===== config.mk =====
export PLATFORM = sky130hd
export DESIGN_NAME = bounded_indexed_deque_top
export DESIGN_NICKNAME = d
export VERILOG_FILES = /design/src/bid_pkg.sv /design/src/bounded_indexed_deque_top.sv
export VERILOG_INCLUDE_DIRS = /design/src /design/src/src
export SDC_FILE = /design/constraint.sdc
export NUM_CORES = 2
export LEC_CHECK = 0
export ABC_CLOCK_PERIOD_IN_PS = 6900
export BUFFER_PORTS_ARGS = -buffer_cell sky130_fd_sc_hd__buf_2
export CAP_MARGIN = 0
export CORE_MARGIN = 2
export CORE_UTILIZATION = 44
export CTS_BUF_LIST = sky130_fd_sc_hd__clkbuf_4 sky130_fd_sc_hd__clkbuf_8 sky130_fd_sc_hd__clkbuf_16
export DETAILED_ROUTE_END_ITERATION = 12
export PLACE_DENSITY_LB_ADDON = 0.2
export SYNTH_ARGS = -nofsm -noshare
export SYNTH_HDL_FRONTEND = slang
export SYNTH_SLANG_ARGS = --single-unit

===== constraint.sdc =====
create_clock -name clk -period 6.9 [get_ports clk]
set_input_delay 0 -clock clk [delete_from_list [all_inputs] [get_ports clk]]
set_output_delay 0 -clock clk [all_outputs]
set_load 0.02 [all_outputs]

===== src/assert_macros.svh =====
// assertion macros shared by the deque rtl
// no dependencies; expects clk and rst_n in the including module
`ifndef ASSERT_MACROS_SVH
`define ASSERT_MACROS_SVH

// property checked at every clock edge outside reset
`define BID_ASSERT(label, prop, msg) \
  label: assert property (@(posedge clk) disable iff (!rst_n) prop) else $error(msg);

// plain invariant on the current cycle
`define BID_INVARIANT(label, expr, msg) \
  label: assert property (@(posedge clk) disable iff (!rst_n) (expr)) else $error(msg);

`endif


===== src/bid_pkg.sv =====
// types and codes for the bounded indexed deque
// no dependencies
package bid_pkg;

  // action codes
  localparam logic [2:0] ACT_PUSH_FRONT = 3'd0;
  localparam logic [2:0] ACT_PUSH_BACK  = 3'd1;
  localparam logic [2:0] ACT_REMOVE     = 3'd2;
  localparam logic [2:0] ACT_READ       = 3'd3;
  localparam logic [2:0] ACT_WRITE      = 3'd4;

  // status codes
  localparam logic [1:0] STAT_DONE  = 2'd0;
  localparam logic [1:0] STAT_FULL  = 2'd1;
  localparam logic [1:0] STAT_RANGE = 2'd2;

  // control states
  typedef enum logic [1:0] {
    S_IDLE,
    S_READ,
    S_SHIFT
  } state_t;

  // one request
  typedef struct packed {
    logic [2:0]         action;
    logic [5:0]         position;
    logic signed [31:0] data_in;
  } req_t;

  // one response
  typedef struct packed {
    logic signed [31:0] data_out;
    logic [6:0]         count;
    logic [1:0]         status;
  } rsp_t;

endpackage


===== src/bounded_indexed_deque_top.sv =====
// bounded indexed deque: circular element memory with read-modify-write control
// depends on bid_pkg and assert_macros.svh
`include "assert_macros.svh"

// Ordered list of signed 32-bit values, up to CAPACITY entries, kept in one
// synchronous memory (one write port, one read port, registered read data).
// Requests: assert start with in_req while busy is low; the request is taken
// at that clock edge. Each request gives exactly one response on out_rsp,
// shown for one cycle with out_strobe high; the receiver cannot hold it off.
// From accept edge to out_strobe:
//   push front, push back, write, refused or unknown requests: the response
//   is registered at the accept edge; read at index: one memory read, then
//   the response is registered from S_READ; remove at index p: registered at
//   the accept edge if p is the last element, else at the end of S_SHIFT,
//   where the shift loop moves one element per cycle through the memory,
//   writing element k+1 into slot k while reading element k+2.
// busy is high in the read and shift states, so a request can be taken every
// cycle for requests that enter neither S_READ nor S_SHIFT, and a remove of
// the front of a full list keeps busy high until every later element has moved.
// Reset (rst_n low, synchronous) empties the list and returns the front
// slot to zero; memory contents are left as they are and are never read
// before being written. A new request may be taken while the previous
// response is still on the output register.
module bounded_indexed_deque_top #(
  parameter int CAPACITY = 64
) (
  input  logic          clk,
  input  logic          rst_n,
  input  logic          start,
  output logic          busy,
  input  bid_pkg::req_t in_req,
  output logic          out_strobe,
  output bid_pkg::rsp_t out_rsp
);

  localparam int SW   = (CAPACITY > 1) ? $clog2(CAPACITY) : 1;
  localparam int CW   = $clog2(CAPACITY + 1);
  localparam int CMPW = (CW > 7) ? CW : 7;
  localparam logic [SW:0]   CAP_S = (SW + 1)'(CAPACITY);
  localparam logic [CMPW-1:0] CAP_C = CMPW'(CAPACITY);

  // element memory
  logic [31:0] mem [CAPACITY];
  logic [31:0] rd_data_r;

  logic          mem_rd_en;
  logic [SW-1:0] mem_rd_addr;
  logic          mem_wr_en;
  logic [SW-1:0] mem_wr_addr;
  logic [31:0]   mem_wr_data;

  bid_pkg::state_t state_r, state_nxt;
  logic [SW-1:0]   front_r, front_nxt;
  logic [CW-1:0]   count_r, count_nxt;
  logic [SW-1:0]   wr_idx_r, wr_idx_nxt;
  logic            out_strobe_r, out_strobe_nxt;
  bid_pkg::rsp_t   out_rsp_r, out_rsp_nxt;

  logic [CMPW-1:0] pos_ext;
  logic [CMPW-1:0] count_ext;
  logic [CMPW-1:0] next_rd_ext;
  logic            in_range;
  logic            rm_last;
  logic            full;
  logic            shift_more;

  // store slot of list element k, wrapping around the circular store
  function automatic logic [SW-1:0] slot_of(input logic [SW-1:0] front,
                                            input logic [SW-1:0] k);
    logic [SW:0] sum;
    sum = {1'b0, front} + {1'b0, k};
    if (sum >= CAP_S) begin
      sum = sum - CAP_S;
    end
    return sum[SW-1:0];
  endfunction

  // request decode
  assign pos_ext     = CMPW'(in_req.position);
  assign count_ext   = CMPW'(count_r);
  assign in_range    = pos_ext < count_ext;
  assign rm_last     = (pos_ext + CMPW'(1)) == count_ext;
  assign full        = count_ext >= CAP_C;
  assign next_rd_ext = CMPW'(wr_idx_r) + CMPW'(2);
  assign shift_more  = next_rd_ext < count_ext;

  // next state
  always_comb begin
    state_nxt = state_r;
    case (state_r)
      bid_pkg::S_IDLE: begin
        if (start && in_range) begin
          if (in_req.action == bid_pkg::ACT_READ) begin
            state_nxt = bid_pkg::S_READ;
          end else if (in_req.action == bid_pkg::ACT_REMOVE && !rm_last) begin
            state_nxt = bid_pkg::S_SHIFT;
          end
        end
      end
      bid_pkg::S_READ: begin
        state_nxt = bid_pkg::S_IDLE;
      end
      bid_pkg::S_SHIFT: begin
        if (!shift_more) begin
          state_nxt = bid_pkg::S_IDLE;
        end
      end
      default: begin
        state_nxt = bid_pkg::S_IDLE;
      end
    endcase
  end

  // datapath, memory controls and response
  always_comb begin
    mem_rd_en      = 1'b0;
    mem_rd_addr    = '0;
    mem_wr_en      = 1'b0;
    mem_wr_addr    = '0;
    mem_wr_data    = '0;
    front_nxt      = front_r;
    count_nxt      = count_r;
    wr_idx_nxt     = wr_idx_r;
    out_strobe_nxt = 1'b0;
    out_rsp_nxt    = '0;
    case (state_r)
      bid_pkg::S_IDLE: begin
        if (start) begin
          out_strobe_nxt = 1'b1;
          case (in_req.action)
            bid_pkg::ACT_PUSH_FRONT: begin
              if (full) begin
                out_rsp_nxt.status = bid_pkg::STAT_FULL;
              end else begin
                front_nxt   = (front_r == '0) ? SW'(CAPACITY - 1) : front_r - SW'(1);
                mem_wr_en   = 1'b1;
                mem_wr_addr = front_nxt;
                mem_wr_data = in_req.data_in;
                count_nxt   = count_r + CW'(1);
              end
            end
            bid_pkg::ACT_PUSH_BACK: begin
              if (full) begin
                out_rsp_nxt.status = bid_pkg::STAT_FULL;
              end else begin
                mem_wr_en   = 1'b1;
                mem_wr_addr = slot_of(front_r, count_ext[SW-1:0]);
                mem_wr_data = in_req.data_in;
                count_nxt   = count_r + CW'(1);
              end
            end
            bid_pkg::ACT_REMOVE: begin
              if (!in_range) begin
                out_rsp_nxt.status = bid_pkg::STAT_RANGE;
              end else if (rm_last) begin
                count_nxt = count_r - CW'(1);
                if (count_r == CW'(1)) begin
                  front_nxt = '0;
                end
              end else begin
                // start the shift: fetch the element behind the gap
                out_strobe_nxt = 1'b0;
                mem_rd_en      = 1'b1;
                mem_rd_addr    = slot_of(front_r, pos_ext[SW-1:0] + SW'(1));
                wr_idx_nxt     = pos_ext[SW-1:0];
              end
            end
            bid_pkg::ACT_READ: begin
              if (!in_range) begin
                out_rsp_nxt.status = bid_pkg::STAT_RANGE;
              end else begin
                out_strobe_nxt = 1'b0;
                mem_rd_en      = 1'b1;
                mem_rd_addr    = slot_of(front_r, pos_ext[SW-1:0]);
              end
            end
            bid_pkg::ACT_WRITE: begin
              if (!in_range) begin
                out_rsp_nxt.status = bid_pkg::STAT_RANGE;
              end else begin
                mem_wr_en   = 1'b1;
                mem_wr_addr = slot_of(front_r, pos_ext[SW-1:0]);
                mem_wr_data = in_req.data_in;
              end
            end
            default: begin
            end
          endcase
        end
      end
      bid_pkg::S_READ: begin
        out_strobe_nxt       = 1'b1;
        out_rsp_nxt.data_out = rd_data_r;
      end
      bid_pkg::S_SHIFT: begin
        // move element k+1 into slot of k, prefetch element k+2
        mem_wr_en   = 1'b1;
        mem_wr_addr = slot_of(front_r, wr_idx_r);
        mem_wr_data = rd_data_r;
        if (shift_more) begin
          mem_rd_en   = 1'b1;
          mem_rd_addr = slot_of(front_r, next_rd_ext[SW-1:0]);
          wr_idx_nxt  = wr_idx_r + SW'(1);
        end else begin
          count_nxt      = count_r - CW'(1);
          out_strobe_nxt = 1'b1;
        end
      end
      default: begin
      end
    endcase
    out_rsp_nxt.count = 7'(count_nxt);
  end

  // memory write port
  always_ff @(posedge clk) begin
    if (mem_wr_en) begin
      mem[mem_wr_addr] <= mem_wr_data;
    end
  end

  // memory read port, registered data
  always_ff @(posedge clk) begin
    if (mem_rd_en) begin
      rd_data_r <= mem[mem_rd_addr];
    end
  end

  // control registers
  always_ff @(posedge clk) begin
    if (!rst_n) begin
      state_r      <= bid_pkg::S_IDLE;
      front_r      <= '0;
      count_r      <= '0;
      out_strobe_r <= 1'b0;
    end else begin
      state_r      <= state_nxt;
      front_r      <= front_nxt;
      count_r      <= count_nxt;
      out_strobe_r <= out_strobe_nxt;
    end
  end

  // payload registers
  always_ff @(posedge clk) begin
    wr_idx_r  <= wr_idx_nxt;
    out_rsp_r <= out_rsp_nxt;
  end

  assign busy       = (state_r != bid_pkg::S_IDLE);
  assign out_strobe = out_strobe_r;
  assign out_rsp    = out_rsp_r;

  // terms used by the checks
  logic one_cycle_req;
  logic rsp_refused;
  logic in_shift;
  logic in_read;

  assign one_cycle_req = start && !busy &&
                         (in_req.action == bid_pkg::ACT_PUSH_FRONT ||
                          in_req.action == bid_pkg::ACT_PUSH_BACK ||
                          in_req.action == bid_pkg::ACT_WRITE);
  assign rsp_refused   = out_strobe && (out_rsp.status != bid_pkg::STAT_DONE);
  assign in_shift      = (state_r == bid_pkg::S_SHIFT);
  assign in_read       = (state_r == bid_pkg::S_READ);

  // checks
  `BID_INVARIANT(a_count_bound, count_ext <= CAP_C, "element count above capacity")
  `BID_ASSERT(a_refused_zero, rsp_refused |-> out_rsp.data_out == '0, "refused request data")
  `BID_ASSERT(a_single_cycle, one_cycle_req |=> out_strobe, "single-cycle request late")
  `BID_ASSERT(a_shift_index, in_shift |-> next_rd_ext <= count_ext, "shift past end of list")
  `BID_ASSERT(a_read_resp, in_read |=> out_strobe && !busy, "read response late")

endmodule

==> results.yml <==
route:
  drt_iter0_drc: 5656
  postRouteAntennaNets: 0
  wl_per_cell_um: 28.4
  viasPerCell: 5.87
  via_count: 51054
  drc: 0
  dr.pass1.iters: 6
  wl_um: 247000
timing:
  slew_viol_final: 0
  relSlewSlack: 0.177
  max_freq_mhz: 164
  period_share: 0.885
  skew_ps: 34.5
  layout_min_cycle_time_ps: 6110
  rsz0062_at_grt: "no"
  setup_viol: 0
  timing_hold_violations_final: 0
  worstMarginPinSlew_ps: 1230
  setup_tns_ps: 0
clocking:
  clkLatencyLatePin_ps: 860
  clk_path_buf_depth: 3
  htree_levels: 4
  path_clk_slew_ps: 60
  cts_tree: "done"
  numCtsBuffers: 218
  cts_sinks: 2143
  cts-root-buf: "clkbuf_16"
setup_path:
  crit_type: "reg -> reg"
  critPathMaxFanout: 38
  worst_path_max_delay_cell: "o21ai_4"
  startpoint_type: "register"
  slowest_delay_ps: 800
  critPathTopFamily: "compound AO/OA/AOI/OAI gates"
  endpoint_kind: "register"
  crit_buf_inv: 4
  path_cells: "inv_1, ha_1, a21oi_1, a21oi_1, nor3_2, o211ai_2, o21ai_4, buf_12, buf_4, buf_4, mux2i_1, mux2i_1, o22ai_1, nor3_1, and4_1"
  r2r_setup_slack_ps: 790
  arrival_ps: 6790
  required_ps: 7580
logic_synthesis:
  synth_area_um2: 85700
  synth-edff-count: 2086
  synthArstFlopShare: 0
  synthAdderAreaFrac: 0.00759
  syn_inst: 5757
  ys_seq_area_frac: 0.744
  synth_ff_type: "edfxtp_1"
  synth_area_per_cell_um2: 14.9
  synth_compound_area_frac: 0.0555
  synth_area_leaders: "edfxtp_1, mux2i_1, nand2_1, nand3_1, o22ai_1"
  synth_xor_area_frac: 0.00439
  yosys.area_share.simple: 0.0941
  ys_warn_count: 0
  synthMuxAreaShare: 0.0713
  synth_area_leader_cell: "edfxtp_1"
  synth_seq_cells: 2143
  yosys.area.top_type_share: 0.731
  synth.distinct_cells: 72
  syn-num-nets: 5850
  synth_top_family_by_area: "simple AND/OR/NAND/NOR gates"
cells_and_area:
  multiInputGateArea_um2: 20700
  fin_nets: 6064
  area_delta_synth_final_pct: 13.7
  final-seq-area_um2: 63800
  drive_above_1_share: 0.131
  finalNonFillerCells: 8700
  fillers: 16168
placed_design:
  dpl.cell_count: 8263
  hpwl_um: 142000
  place.port_buffers: 86
  place.gp.congestion: 0.862
run:
  cap_violations: 0
floorplan:
  initial_core_util: 0.441
  core_area_um2: 194000
  die_area_um2: 198000
  die_y_um: 445
  die_w_um: 445
  row_count: 162
  ios: 87
grt:
  antenna_found_initial: 16
  grt_pass1_wl_um: 352000
  grt_usage: 0.246
  grt_max_degree: 148
  grt-ovfl-total: 0
  grt_pass1_vias: 48753
power_and_ir_drop:
  cellPowerDensity_nw_per_um2: 270
  p_leak_nw: 31.6
  ir_worst_vdd_uv: 268
worst_hold_path:
  min-delay-path-class: "in -> reg"
run_status:
  outcome: "finished, final reports clean"
==> what timing repair did <==
item	CTS	global route
hold buffers	30	0
setup endpoints to repair	0	0
gates resized for setup	0	0
setup buffers	0	0
hold endpoints to repair	342	0
==> stage by stage <==
stage               hold slack, ps  utilization  area, um^2  worst slack [ps]  power, mW
global route                  53.4        0.502       97500               647       27.0
CTS                           10.7        0.502       97500              1000       26.5
global placement               415        0.465       90200               863       15.1
floorplan                      128            -       85700              2140       14.8
detailed placement             415        0.465       90200              1030       15.1
finish                        55.3        0.502       97500               792       26.4
==> flip-flops by register name, summed over array words and instances, names as in the netlist <==
register,cells
mem,2048
out_rsp,41
rd_data_r,32
count_ext,7
front_r,6
wr_idx_r,6
state_r,2
out_strobe,1
==> worst min-delay path: cells and delay by family <==
| family | cells | cell delay, ps |
|---|---|---|
| buffers and inverters | 2 | 400 |
| AO/OA/AOI/OAI | 1 | 230 |
==> cells by family after synthesis <==
logic type	Yosys count
DFF	2143
and+or+nand+nor	1789
AOI/OAI and AO/OA	754
muxes	610
buffers and inverters	369
adders and majority gates	49
xor gates and xnor gates	43
==> final cells by class <==
cell class / count / area share
Timing Repair Buffer: 332 / 0.0285
Clock buffer: 302 / 0.0638
Clock inverter: 97 / 0.00762
Inverter: 31 / 0.00119
Multi-Input combinational cell: 3245 / 0.212
Antenna cell: 8 / 0.000205
Tap cell: 2542 / 0.0326
Sequential cell: 2143 / 0.654
==> layout by cell type, fill, tap and decap left out, types with 14 or more instances in the layout <==
master / Yosys / layout
xnor2_1: 27 / 27
dlygate4sd3_1: 0 / 30
nor3_1: 26 / 25
nor2_4: 0 / 66
xor2_1: 16 / 16
nand2_1: 1000 / 996
or3_1: 22 / 22
and2_1: 16 / 16
or4_1: 50 / 50
nor4_1: 37 / 37
a22o_2: 0 / 28
o21ai_0: 31 / 30
buf_4: 40 / 182
and4_1: 16 / 16
ha_1: 44 / 44
nor3_2: 13 / 14
a22oi_1: 22 / 22
a21oi_1: 291 / 291
clkinv_2: 0 / 32
o22ai_1: 241 / 241
edfxtp_1: 2086 / 2086
dfxtp_1: 57 / 56
a221oi_1: 34 / 33
buf_12: 2 / 34
clkbuf_4: 0 / 72
and3_1: 37 / 37
clkbuf_16: 0 / 223
nand3_1: 396 / 393
a32oi_1: 35 / 35
clkinv_1: 1 / 49
nor2_1: 126 / 59
mux2i_1: 608 / 608
buf_2: 101 / 86
inv_1: 30 / 30
==> cells in the mapped netlist (16+ instances only) <==
library cell	n
a22o_1	32
nor3_1	26
buf_6	34
a32oi_1	35
nand2_1	1000
dfxtp_1	57
ha_1	44
nor4_1	37
mux2i_1	608
a22oi_1	22
or3_1	22
and4_1	16
and3_1	37
buf_2	101
and2_1	16
o21ai_0	31
or4_1	50
nor2_1	126
inv_1	30
a21oi_1	291
xor2_1	16
clkbuf_1	124
a221oi_1	34
nand3_1	396
edfxtp_1	2086
xnor2_1	27
o22ai_1	241
buf_1	34
buf_4	40
==> routing by layer <==
layer  up-vias  GRT usage  routed length, um  part of all wire
li1      22435          -                  -                 -
met1     26232      0.352             106000              0.43
met2      2043      0.389             116000              0.47
met3       338     0.0389              18500             0.075
met4         6     0.0728               6730             0.027
met5         -          0                 37           0.00015
==> final timing paths <==
check,startpoint,to,cells after the start
worst max-delay path,count_ext[2],rd_data_r[5],15
worst min-delay path,in_req[8],mem[4][8],3
worst max register to register,count_ext[2],rd_data_r[5],15
worst min register to register,rd_data_r[4],out_rsp[13],1
==> power by group <==
| group | internal (mW) | leakage [nW] | switching [mW] |
|---|---|---|---|
| clock | 6.63 | 3.52 | 4.86 |
| sequential | 14.2 | 19.7 | 0.0204 |
| combinational | 0.202 | 8.38 | 0.478 |
| total | 21.0 | 31.6 | 5.36 |
Note: power is estimated with default switching activity, not from simulation.
